==> src/rtl/atlv_pkg.sv <==
// ----------------------------------------------------------------------------
// atlv_pkg
// Types and codes shared by the tlv header parser modules
// ----------------------------------------------------------------------------
`default_nettype none

package atlv_pkg;

    // result kinds
    localparam logic [1:0] KIND_HEADER  = 2'd0;
    localparam logic [1:0] KIND_CONTENT = 2'd1;
    localparam logic [1:0] KIND_ERROR   = 2'd2;

    // status codes
    localparam logic [1:0] ST_OK       = 2'd0;
    localparam logic [1:0] ST_MORE     = 2'd1;
    localparam logic [1:0] ST_BAD_TAG  = 2'd2;
    localparam logic [1:0] ST_OVERFLOW = 2'd3;

    // parser phases
    localparam logic [2:0] PH_IDENT     = 3'd0;
    localparam logic [2:0] PH_TAG       = 3'd1;
    localparam logic [2:0] PH_LEN_FIRST = 3'd2;
    localparam logic [2:0] PH_LEN_MORE  = 3'd3;
    localparam logic [2:0] PH_CONTENT   = 3'd4;

    localparam int FIELD_W  = 32;
    localparam int TDATA_W  = 88;
    localparam logic [3:0] HDR_MAX = 4'd15;

    typedef struct packed {
        logic [7:0] data;
        logic       eob;
    } atlv_item_t;

    typedef struct packed {
        logic [1:0]         kind;
        logic [1:0]         tag_class;
        logic               is_constructed;
        logic [FIELD_W-1:0] tag_number;
        logic [FIELD_W-1:0] content_length;
        logic [3:0]         header_length;
        logic [7:0]         content_byte;
        logic               last_of_content;
        logic [1:0]         status;
    } atlv_rec_t;

endpackage

`default_nettype wire

==> src/rtl/asn1_tlv_header_parser.sv <==
// ----------------------------------------------------------------------------
// asn1_tlv_header_parser
// Streaming ber/der tlv header parser with content pass-through
// ----------------------------------------------------------------------------
// Bytes enter on the s_ stream, one per transfer; s_tlast marks the last
// byte of a buffer. For each tlv the m_ stream carries one header record
// (m_tuser kind header), then one transfer per content byte (kind content)
// with m_tlast on the final one; a header with empty content has m_tlast set.
// Errors come out as a kind error transfer carrying a status code: buffer
// ended mid-tlv, zero first long-tag byte, or tag/length/header overflow.
// After a tag or overflow error the rest of the buffer is dropped silently.
// An input transfer is held in the input register, then its result in the
// result register. Throughput is one byte per cycle while m_tready allows,
// set by the single decode stage between the two registers.
// Reset returns the parser to expect an identifier and empties both
// registers. When the receiver stalls, the result register holds and the
// input register still takes one more byte; s_tready then drops.
// ----------------------------------------------------------------------------
`default_nettype none

module asn1_tlv_header_parser #(
    parameter int TAG_BITS    = 32,
    parameter int LENGTH_BITS = 32
) (
    input  wire                          clk,
    input  wire                          rst_n,
    input  wire                          s_tvalid,
    output logic                         s_tready,
    input  wire  [7:0]                   s_tdata,   // in_byte
    input  wire                          s_tlast,   // end_of_buffer
    output logic                         m_tvalid,
    input  wire                          m_tready,
    // tag_class, is_constructed, tag_number, content_length, header_length,
    // content_byte, status, zero fill
    output logic [atlv_pkg::TDATA_W-1:0] m_tdata,
    output logic                         m_tlast,   // last_of_content
    output logic [1:0]                   m_tuser    // kind
);
    import atlv_pkg::*;

    logic       item_valid;
    atlv_item_t item;
    logic       pop;
    logic       res_valid;
    atlv_rec_t  res;

    // a byte moves on when the result register is free or draining
    assign pop = item_valid && (!m_tvalid || m_tready);

    atlv_in_stage u_in (
        .clk        (clk),
        .rst_n      (rst_n),
        .s_tvalid   (s_tvalid),
        .s_tready   (s_tready),
        .s_tdata    (s_tdata),
        .s_tlast    (s_tlast),
        .pop        (pop),
        .item_valid (item_valid),
        .item       (item)
    );

    atlv_parser #(
        .TAG_BITS    (TAG_BITS),
        .LENGTH_BITS (LENGTH_BITS)
    ) u_parser (
        .clk       (clk),
        .rst_n     (rst_n),
        .step      (pop),
        .item      (item),
        .res_valid (res_valid),
        .res       (res)
    );

    atlv_out_stage u_out (
        .clk       (clk),
        .rst_n     (rst_n),
        .load      (pop),
        .res_valid (res_valid),
        .res       (res),
        .m_tvalid  (m_tvalid),
        .m_tready  (m_tready),
        .m_tdata   (m_tdata),
        .m_tlast   (m_tlast),
        .m_tuser   (m_tuser)
    );

endmodule

`default_nettype wire

==> src/rtl/atlv_in_stage.sv <==
// ----------------------------------------------------------------------------
// atlv_in_stage
// Input register for the byte stream; releases one byte per pop
// ----------------------------------------------------------------------------
`default_nettype none

module atlv_in_stage (
    input  wire                  clk,
    input  wire                  rst_n,
    input  wire                  s_tvalid,
    output logic                 s_tready,
    input  wire  [7:0]           s_tdata,
    input  wire                  s_tlast,
    input  wire                  pop,
    output logic                 item_valid,
    output atlv_pkg::atlv_item_t item
);
    import atlv_pkg::*;

    logic       valid_reg;
    atlv_item_t item_reg;

    assign s_tready   = !valid_reg || pop;
    assign item_valid = valid_reg;
    assign item       = item_reg;

    always_ff @(posedge clk or negedge rst_n)
    begin
        if (!rst_n)
        begin
            valid_reg <= 1'b0;
        end
        else if (s_tready)
        begin
            valid_reg <= s_tvalid;
        end
    end

    always_ff @(posedge clk)
    begin
        if (s_tvalid && s_tready)
        begin
            item_reg.data <= s_tdata;
            item_reg.eob  <= s_tlast;
        end
    end

endmodule

`default_nettype wire

==> src/rtl/atlv_parser.sv <==
// ----------------------------------------------------------------------------
// atlv_parser
// Tlv header state and the per-byte decode that yields at most one record
// ----------------------------------------------------------------------------
`default_nettype none

module atlv_parser #(
    parameter int TAG_BITS    = 32,
    parameter int LENGTH_BITS = 32
) (
    input  wire                  clk,
    input  wire                  rst_n,
    input  wire                  step,
    input  atlv_pkg::atlv_item_t item,
    output logic                 res_valid,
    output atlv_pkg::atlv_rec_t  res
);
    import atlv_pkg::*;

    logic [2:0]             phase_reg,  phase_next;
    logic [1:0]             class_reg,  class_next;
    logic                   cons_reg,   cons_next;
    logic [TAG_BITS-1:0]    tag_reg,    tag_next;
    logic [LENGTH_BITS-1:0] len_reg,    len_next;
    logic [6:0]             lol_reg,    lol_next;
    logic [3:0]             hcnt_reg,   hcnt_next;
    logic [LENGTH_BITS-1:0] cleft_reg,  cleft_next;
    logic                   skip_reg,   skip_next;

    logic       hdr_en;
    logic       fail_en;
    logic [1:0] fail_code;
    logic [7:0] b;
    logic       eob;
    logic [63:0] tag_wide;
    logic [63:0] len_wide;

    assign b        = item.data;
    assign eob      = item.eob;
    assign tag_wide = 64'(tag_next);
    assign len_wide = 64'(len_next);

    always_comb
    begin
        phase_next = phase_reg;
        class_next = class_reg;
        cons_next  = cons_reg;
        tag_next   = tag_reg;
        len_next   = len_reg;
        lol_next   = lol_reg;
        hcnt_next  = hcnt_reg;
        cleft_next = cleft_reg;
        skip_next  = skip_reg;
        hdr_en     = 1'b0;
        fail_en    = 1'b0;
        fail_code  = ST_OK;
        res_valid  = 1'b0;
        res        = '0;

        if (step)
        begin
            if (skip_reg)
            begin
                if (eob)
                begin
                    skip_next  = 1'b0;
                    phase_next = PH_IDENT;
                end
            end
            else
            begin
                unique case (phase_reg)
                    PH_TAG:
                    begin
                        if (hcnt_reg == 4'd1 && b[6:0] == 7'd0)
                        begin
                            fail_en   = 1'b1;
                            fail_code = ST_BAD_TAG;
                        end
                        else if (tag_reg[TAG_BITS-1 -: 7] != 7'd0 || hcnt_reg == HDR_MAX)
                        begin
                            fail_en   = 1'b1;
                            fail_code = ST_OVERFLOW;
                        end
                        else
                        begin
                            hcnt_next = hcnt_reg + 4'd1;
                            tag_next  = (tag_reg << 7) | TAG_BITS'(b[6:0]);
                            if (!b[7])
                            begin
                                phase_next = PH_LEN_FIRST;
                            end
                            if (eob)
                            begin
                                fail_en   = 1'b1;
                                fail_code = ST_MORE;
                            end
                        end
                    end
                    PH_LEN_FIRST:
                    begin
                        if (hcnt_reg == HDR_MAX)
                        begin
                            fail_en   = 1'b1;
                            fail_code = ST_OVERFLOW;
                        end
                        else
                        begin
                            hcnt_next = hcnt_reg + 4'd1;
                            len_next  = '0;
                            if (b[7])
                            begin
                                lol_next = b[6:0];
                                // indefinite form reads as an empty content
                                if (b[6:0] == 7'd0)
                                begin
                                    hdr_en = 1'b1;
                                end
                                else
                                begin
                                    phase_next = PH_LEN_MORE;
                                    if (eob)
                                    begin
                                        fail_en   = 1'b1;
                                        fail_code = ST_MORE;
                                    end
                                end
                            end
                            else
                            begin
                                len_next = LENGTH_BITS'(b[6:0]);
                                hdr_en   = 1'b1;
                            end
                        end
                    end
                    PH_LEN_MORE:
                    begin
                        if (len_reg[LENGTH_BITS-1 -: 8] != 8'd0 || hcnt_reg == HDR_MAX)
                        begin
                            fail_en   = 1'b1;
                            fail_code = ST_OVERFLOW;
                        end
                        else
                        begin
                            hcnt_next = hcnt_reg + 4'd1;
                            len_next  = (len_reg << 8) | LENGTH_BITS'(b);
                            lol_next  = lol_reg - 7'd1;
                            if (lol_reg == 7'd1)
                            begin
                                hdr_en = 1'b1;
                            end
                            else if (eob)
                            begin
                                fail_en   = 1'b1;
                                fail_code = ST_MORE;
                            end
                        end
                    end
                    PH_CONTENT:
                    begin
                        cleft_next = cleft_reg - LENGTH_BITS'(1);
                        if (cleft_next != '0 && eob)
                        begin
                            fail_en   = 1'b1;
                            fail_code = ST_MORE;
                        end
                        else
                        begin
                            res_valid           = 1'b1;
                            res.kind            = KIND_CONTENT;
                            res.content_byte    = b;
                            res.last_of_content = (cleft_next == '0);
                            if (cleft_next == '0)
                            begin
                                phase_next = PH_IDENT;
                            end
                        end
                    end
                    default:
                    begin
                        class_next = b[7:6];
                        cons_next  = b[5];
                        hcnt_next  = 4'd1;
                        len_next   = '0;
                        lol_next   = '0;
                        if (b[4:0] != 5'h1f)
                        begin
                            tag_next   = TAG_BITS'(b[4:0]);
                            phase_next = PH_LEN_FIRST;
                        end
                        else
                        begin
                            tag_next   = '0;
                            phase_next = PH_TAG;
                        end
                        if (eob)
                        begin
                            fail_en   = 1'b1;
                            fail_code = ST_MORE;
                        end
                    end
                endcase
            end
        end

        if (hdr_en)
        begin
            if (len_next != '0 && eob)
            begin
                fail_en   = 1'b1;
                fail_code = ST_MORE;
            end
            else
            begin
                res_valid           = 1'b1;
                res.kind            = KIND_HEADER;
                res.tag_class       = class_next;
                res.is_constructed  = cons_next;
                res.tag_number      = tag_wide[FIELD_W-1:0];
                res.content_length  = len_wide[FIELD_W-1:0];
                res.header_length   = hcnt_next;
                res.last_of_content = (len_next == '0);
                cleft_next          = len_next;
                phase_next          = (len_next == '0) ? PH_IDENT : PH_CONTENT;
            end
        end

        if (fail_en)
        begin
            phase_next = PH_IDENT;
            // hard errors drop the rest of the buffer
            skip_next  = (fail_code != ST_MORE) && !eob;
            res_valid  = 1'b1;
            res        = '0;
            res.kind   = KIND_ERROR;
            res.status = fail_code;
        end
    end

    always_ff @(posedge clk or negedge rst_n)
    begin
        if (!rst_n)
        begin
            phase_reg <= PH_IDENT;
            class_reg <= '0;
            cons_reg  <= 1'b0;
            tag_reg   <= '0;
            len_reg   <= '0;
            lol_reg   <= '0;
            hcnt_reg  <= '0;
            cleft_reg <= '0;
            skip_reg  <= 1'b0;
        end
        else
        begin
            phase_reg <= phase_next;
            class_reg <= class_next;
            cons_reg  <= cons_next;
            tag_reg   <= tag_next;
            len_reg   <= len_next;
            lol_reg   <= lol_next;
            hcnt_reg  <= hcnt_next;
            cleft_reg <= cleft_next;
            skip_reg  <= skip_next;
        end
    end

endmodule

`default_nettype wire

==> src/rtl/atlv_out_stage.sv <==
// ----------------------------------------------------------------------------
// atlv_out_stage
// Result register driving the master stream
// ----------------------------------------------------------------------------
`default_nettype none

module atlv_out_stage (
    input  wire                          clk,
    input  wire                          rst_n,
    input  wire                          load,
    input  wire                          res_valid,
    input  atlv_pkg::atlv_rec_t          res,
    output logic                         m_tvalid,
    input  wire                          m_tready,
    output logic [atlv_pkg::TDATA_W-1:0] m_tdata,
    output logic                         m_tlast,
    output logic [1:0]                   m_tuser
);
    import atlv_pkg::*;

    logic      valid_reg;
    atlv_rec_t rec_reg;

    assign m_tvalid = valid_reg;
    assign m_tlast  = rec_reg.last_of_content;
    assign m_tuser  = rec_reg.kind;
    assign m_tdata  = {7'd0, rec_reg.status, rec_reg.content_byte, rec_reg.header_length,
                       rec_reg.content_length, rec_reg.tag_number,
                       rec_reg.is_constructed, rec_reg.tag_class};

    always_ff @(posedge clk or negedge rst_n)
    begin
        if (!rst_n)
        begin
            valid_reg <= 1'b0;
        end
        else if (load)
        begin
            valid_reg <= res_valid;
        end
        else if (m_tready)
        begin
            valid_reg <= 1'b0;
        end
    end

    always_ff @(posedge clk)
    begin
        if (load && res_valid)
        begin
            rec_reg <= res;
        end
    end

endmodule

`default_nettype wire

==> config.mk <==
export PLATFORM = sky130hd
export DESIGN_NAME = asn1_tlv_header_parser
export DESIGN_NICKNAME = d
export VERILOG_FILES = /design/src/rtl/atlv_pkg.sv /design/src/rtl/asn1_tlv_header_parser.sv /design/src/rtl/atlv_in_stage.sv /design/src/rtl/atlv_parser.sv /design/src/rtl/atlv_out_stage.sv
export SDC_FILE = /design/constraint.sdc
export NUM_CORES = 1
export LEC_CHECK = 0
export BUFFER_PORTS_ARGS = -buffer_cell sky130_fd_sc_hd__clkbuf_2
export CORE_AREA = 2 2 158 145
export CTS_BUF_LIST = sky130_fd_sc_hd__clkbuf_8
export DETAILED_ROUTE_END_ITERATION = 8
export DIE_AREA = 0 0 160 147
export RECOVER_POWER = 100
export REMOVE_ABC_BUFFERS = 1
export SLEW_MARGIN = 20
export SYNTH_ARGS = -nofsm -noshare
export SYNTH_HDL_FRONTEND = slang
export SYNTH_HIERARCHICAL = 1
export SYNTH_SLANG_ARGS = --single-unit
==> constraint.sdc <==
create_clock -name clk -period 4.3 [get_ports clk]
set_clock_uncertainty 0.2 [all_clocks]
set_input_delay 0.43 -clock clk [delete_from_list [all_inputs] [get_ports clk]]
set_output_delay 0.43 -clock clk [all_outputs]
set_load 0.02 [all_outputs]
==> results of run 1 <==
==> power by group through the flow <==
| stage | combinational, uW | sequential (uW) | clock, uW |
|---|---|---|---|
| after floorplan | 2050 | 3360 | 0 |
| after global placement | 3200 | 3210 | 0 |
| after detailed placement | 3230 | 3210 | 0 |
| after CTS | 3250 | 3180 | 1750 |
| final | 3160 | 3190 | 1700 |
| after global routing | 3480 | 3260 | 1830 |
==> cells by family (layout without fill, tap and decap cells) <==
logic type      count (synthesis)  count (layout)  synth area share (%)
compound gates                156             156                  12.2
fa+ha+maj                       6               6                 0.774
other cells                     1               7                0.0387
xor+xnor                       36              36                  3.25
flops                         209             209                  58.7
buf+inv                        94             229                  4.29
mux                            34              34                  3.56
simple gates                  285             285                  17.2
==> metrics by stage <==
step | power, uW | area [um2] | instances | util, % | setup TNS (ns)
detailed placement | 6430 | 10500 | 1183 | 47.7 | 0
floorplan | 5400 | 9460 | 773 | - | -6.28
global placement | 6410 | 10500 | 1183 | 47.7 | 0
CTS | 8180 | 11300 | 1259 | 51.3 | 0
finish | 8050 | 11100 | 1259 | 50.5 | 0
global route | 8580 | 11100 | 1259 | 50.5 | 0
==> metal layers <==
| metal | vias up | wire length (um) | global-route usage, % |
|---|---|---|---|
| met5 | - | 0 | 0 |
| met4 | 0 | 520 | 5.86 |
| met3 | 45 | 1260 | 3.33 |
| met2 | 241 | 10600 | 31.9 |
| met1 | 3316 | 10900 | 28.5 |
| li1 | 3250 | - | - |
==> tightest hold or removal path, cell delays in order <==
cell,delay (ns)
clkbuf_2,0.09
nor2_1,0.08
a21o_1,0.11
==> cell type report <==
cell class	count	area [um2]	area share (%)
flip-flops and latches	209	5700	51.3
clock inverters	23	108	0.970
multi-input cells	524	3560	32.1
clock buffers	42	578	5.21
repair buffers	124	633	5.70
inverters	40	150	1.35
well taps	297	372	3.35
==> cell usage after synthesis, drive strengths merged, types with 13 or more instances <==
master	instances	area, um2
edfxtp	93	2790
xnor2	24	210
nand3	15	75.1
nor3b	13	138
buf	19	135
a22oi	31	233
nand2	26	100
dfrtp	116	2900
nor3	20	105
a22o	35	307
nor4	21	174
inv	40	150
mux2i	30	300
o21ai	17	85.1
nor2b	41	257
a21oi	15	75.1
nor2	78	293
clkbuf	35	131
==> final timing paths <==
check / start / to / depth (start not counted)
setup / recovery: u_in/item[2] / u_out/m_tdata[49] / 8
setup reg to reg: u_in/item[2] / u_out/m_tdata[49] / 8
hold / removal: m_tready / u_out/m_tvalid / 3
hold reg to reg: u_parser/lol_reg[6] / u_parser/lol_reg[6] / 1
max in group asynchronous: rst_n / u_parser/cleft_reg[19] / 2
min in group asynchronous: rst_n / u_parser/tag_reg[24] / 2
==> what timing repair did <==
| item | CTS | global route |
|---|---|---|
| setup buffers | 0 | 0 |
| hold endpoints to repair | 59 | 0 |
| setup endpoints to repair | 0 | 0 |
| hold buffers | 11 | 0 |
==> reports/qor.yml, run 1 <==
routing:
  vias: 6852
  drt-pass1-iter-count: 6
  drtIter0Drc: 605
  ant_nets: 0
  routed_wl_um: 23300
  drc_errors: 0
  viasPerCell: 5.44
  wl_per_cell_um: 18.5
timing:
  period_minus_slack_ns: 3.89
  worstMarginPinSlew_ns: 2.81
  rsz0062_at_grt: "no"
  fin_crit_sh_pct: 90.4
  slew_headroom_pct: -87.2
  max_freq_mhz: 257
  holdWs_ns: 0.0308
  timing.final.ws_setup_ns: 0.412
  finalSetupViolCount: 0
  finalHoldViolCount: 0
  slew_viol_final: 50
critical_path:
  cp_num_buf_inv: 1
  endpoint_kind: "register"
  worstPathMaxFanout: 34
  crit_chain: "nor4_1 > nand4_1 > a211o_1 > a41oi_1 > o221a_2 > or3_1 > and2_4 > clkbuf_2"
  path_class: "reg2reg"
  critPathTopFamily: "simple AND/OR/NAND/NOR gates"
  ff2ff_setup_slack_ns: 0.41
  cp_data_required_time_ns: 4.26
  cpPeakStageDelay_ns: 0.53
  cpMaxStageDelayCell: "edfxtp_1"
  startpoint_type: "register"
  arrival_ns: 3.84
finish:
  largest_reg_flops: 81
  syn_to_final_growth_pct: 14.4
  nets: 954
  drive_gt1_share_pct: 9.04
  fillers: 2077
  layout_common_cells: "116 x dfrtp_1, 93 x edfxtp_1, 92 x clkbuf_1"
  final_common_cell: "dfrtp_1"
  num_antenna_cells: 0
die:
  coreArea_um2: 22000
  die_w_um: 160
  fp.dieArea_um2: 23500
  ios: 106
  die_h_um: 147
  rows: 52
  start_util_pct: 44.1
clock_tree:
  cts_buffers: 36
  cts_sinks: 209
  htreeDepth: 2
  cts_tree: "done"
  ctsLongestPathBuffers: 3
  clk_pin_slew_ns: 0.07
  insertion_delay_ns: 0.52
  cts_root_buffer: "clkbuf_8"
  cts_resized: 0
logic_synthesis:
  ys_types: 75
  synth_seq_cells: 209
  synthArstFlopShare_pct: 55.5
  netlist_area_um2: 9700
  syn_inst: 821
  synth_ff_type: "dfrtp_1"
  ys_warn_count: 6
  synth_edf_count: 93
  ys_seq_area_share_pct: 58.7
  syn_area_per_cell_um2: 11.8
global_routing:
  gr-total-overflow: 0
  grt_pass1_vias: 6827
  grt_pass1_wl_um: 37400
  grt_max_degree: 68
  antenna_found_initial: 0
  grt_util_all_layers_pct: 20.0
pwr:
  irDropWorstVdd_mv: 0.303
  switching_share_pct: 41.1
  seqPwrFrac_pct: 39.7
  clockPowerShare_pct: 21.1
  power_frac_comb_pct: 39.2
  power.net_switching_uw: 3310
  internal_power_uw: 4740
  p_per_area_nw_per_um2: 726
  p_leak_uw: 0.00476
place:
  routabilityCongestion: 0.940
  dp_hpwl_um: 15700
  io_buffers: 98
  place_ws_ns: 0.573
job:
  drv_cap: 1
hold_path:
  hold_path.class: "in2reg"
status:
  status: "complete, but fails checks"
  violations: "max-capacitance violations, max-slew violations"
Note: power is estimated with default switching activity, not from simulation.
==> run 2: changes to the inputs <==
- CORE_AREA: 2 2 158 145 -> 2 2 123 185
- DIE_AREA: 0 0 160 147 -> 0 0 125 187
==> run 2 against run 1 <==
  * The run still ends with max-capacitance violations, max-slew violations left
  * Core utilization rose by 0.38 points
  * Count of clock-buffer cells in the layout fell by 3
  * Setup slack improved by 0.0067 ns
  * Sequential power barely moved
  * Non-clock buffer count rose by 7
  * Worst hold slack improved by 0.25 ns
  * Register-to-register slack barely moved
  * Maximum frequency rose by 0.17%
  * Clock power rose by 12%
  * Total power rose by 3.5%
  * Largest power group is now combinational logic
==> reports/qor.yml, run 2 (synthesized netlist as in run 1, its figures left out) <==
status:
  status: "complete, but fails checks"
  violations: "max-capacitance violations, max-slew violations"
critical_path:
  worstPathMaxFanout: 27
  crit_chain: "xnor2_1 > o21ai_0 > or3_1 > clkbuf_1 > a22o_1 > nor3b_1"
  startpoint_type: "register"
  critPathLaunch: "u_parser/phase_reg[0]"
  cpMaxStageDelayCell: "clkbuf_1"
  arrival_ns: 3.99
  cpPeakStageDelay_ns: 1.03
  path_class: "reg2reg"
  cp_num_buf_inv: 1
  critPathTopFamily: "buffers and inverters"
  cp_data_required_time_ns: 4.41
  endpoint_kind: "register"
  r2r-start: "u_parser/phase_reg[0]"
die:
  die_h_um: 187
  fp.dieArea_um2: 23400
  start_util_pct: 44.2
  die_w_um: 125
  coreArea_um2: 22000
  rows: 67
  ios: 106
finish:
  final_util_pct: 50.8
  syn_to_final_growth_pct: 15.1
  layout_common_cells: "116 x dfrtp_1, 96 x clkbuf_1, 93 x edfxtp_1"
  largest_reg_flops: 81
  fin_cells: 1238
  fillers: 2113
  final_common_cell: "dfrtp_1"
  num_antenna_cells: 0
  nets: 956
  drive_gt1_share_pct: 9.67
pwr:
  switching_share_pct: 40.1
  p_leak_uw: 0.00479
  seqPwrFrac_pct: 38.1
  power_frac_comb_pct: 39.1
  internal_power_uw: 4990
  p_per_area_nw_per_um2: 746
  power.net_switching_uw: 3340
  irDropWorstVdd_mv: 0.337
  clockPowerShare_pct: 22.7
global_routing:
  grt_pass1_vias: 6958
  gr-total-overflow: 0
  grt_util_all_layers_pct: 20.8
  grt_max_degree: 97
  antenna_found_initial: 0
  grt_pass1_wl_um: 38800
timing:
  rsz0062_at_grt: "no"
  finalHoldViolCount: 0
  period_minus_slack_ns: 3.88
  slew_headroom_pct: -13.8
  finalSetupViolCount: 0
  fin_crit_sh_pct: 90.3
  max_freq_mhz: 258
  slew_viol_final: 95
  worstMarginPinSlew_ns: 1.71
place:
  routabilityCongestion: 0.910
  dp.cells: 1168
  io_buffers: 98
  dp_hpwl_um: 17400
routing:
  drt-pass1-iter-count: 7
  drtIter0Drc: 308
  viasPerCell: 5.55
  routed_wl_um: 24400
  drc_errors: 0
  wl_per_cell_um: 19.7
  ant_nets: 0
  vias: 6877
clock_tree:
  cts_tree: "done"
  insertion_delay_ns: 0.60
  ctsLongestPathBuffers: 3
  cts_sinks: 209
  cts_root_buffer: "clkbuf_8"
  cts_resized: 0
  htreeDepth: 1
  cts_setup_buffers: 0
  cts_buffers: 31
  clk_pin_slew_ns: 0.07
hold_path:
  min-delay-start: "u_parser/class_reg[0]"
  hold_path.class: "reg2reg"
job:
  drv_cap: 2
==> run 2: cell count changes in the layout (fill, tap and decap cells not counted), moves of 3 or more <==
cell,delta
clkbuf_2,-3
bufinv_16,+5
inv_1,-5
clkbuf_8,-3
clkinv_1,-3
buf_4,+7
clkbuf_1,+4
==> run 2: cell type report <==
class,instances,area [um2],share of cell area (%)
Sequential cell,209,5700,51.0
Multi-Input combinational cell,524,3570,31.9
Timing Repair Buffer,131,656,5.87
Clock buffer,39,537,4.81
Tap cell,276,345,3.09
Clock inverter,19,216,1.94
Inverter,40,150,1.34
==> run 2: metal layers <==
metal  track usage [%]  vias up  share of wire, %
met5                 0        -                 0
met4              9.62        0               4.8
met3              2.83       66               3.8
met2              38.5      178                53
met1              23.4     3375                38
li1                  -     3258                 -
==> run 2: per-stage QoR <==
step	TNS [ns]	power, uW	area [um2]	hold WS (ns)	setup slack (ns)
finish	0	8330	11200	0.283	0.418
global route	0	8830	11200	0.318	0.165
CTS	0	8460	11400	0.298	0.459
detailed placement	0	6530	10500	0.280	0.512
global placement	0	6510	10500	0.274	0.553
floorplan	-6.28	5400	9460	-0.0656	-0.123
==> run 2: power groups by stage <==
stage / clock network, uW / registers, uW / logic (uW)
2_1_floorplan: 0 / 3360 / 2050
3_3_place_gp: 0 / 3200 / 3310
3_5_place_dp: 0 / 3200 / 3320
4_1_cts: 1940 / 3170 / 3340
5_1_grt: 2030 / 3250 / 3560
6_report: 1900 / 3180 / 3260
==> run 2: timing repair <==
action                     in CTS  in global routing
setup endpoints to repair       0                  0
hold endpoints to repair       76                  0
hold buffers                   12                  0
==> run 2: worst paths after layout <==
kind / depth (start not counted) / slack [ns] / to
min in group asynchronous: 2 / 0.60 / u_parser/tag_reg[24]
hold / removal: 1 / 0.28 / u_parser/class_reg[0]
setup reg to reg: 6 / 0.42 / u_out/m_tdata[57]
setup / recovery: 6 / 0.42 / u_out/m_tdata[57]
hold reg to reg: 1 / 0.28 / u_parser/class_reg[0]
max in group asynchronous: 3 / 1.09 / u_parser/cleft_reg[25]
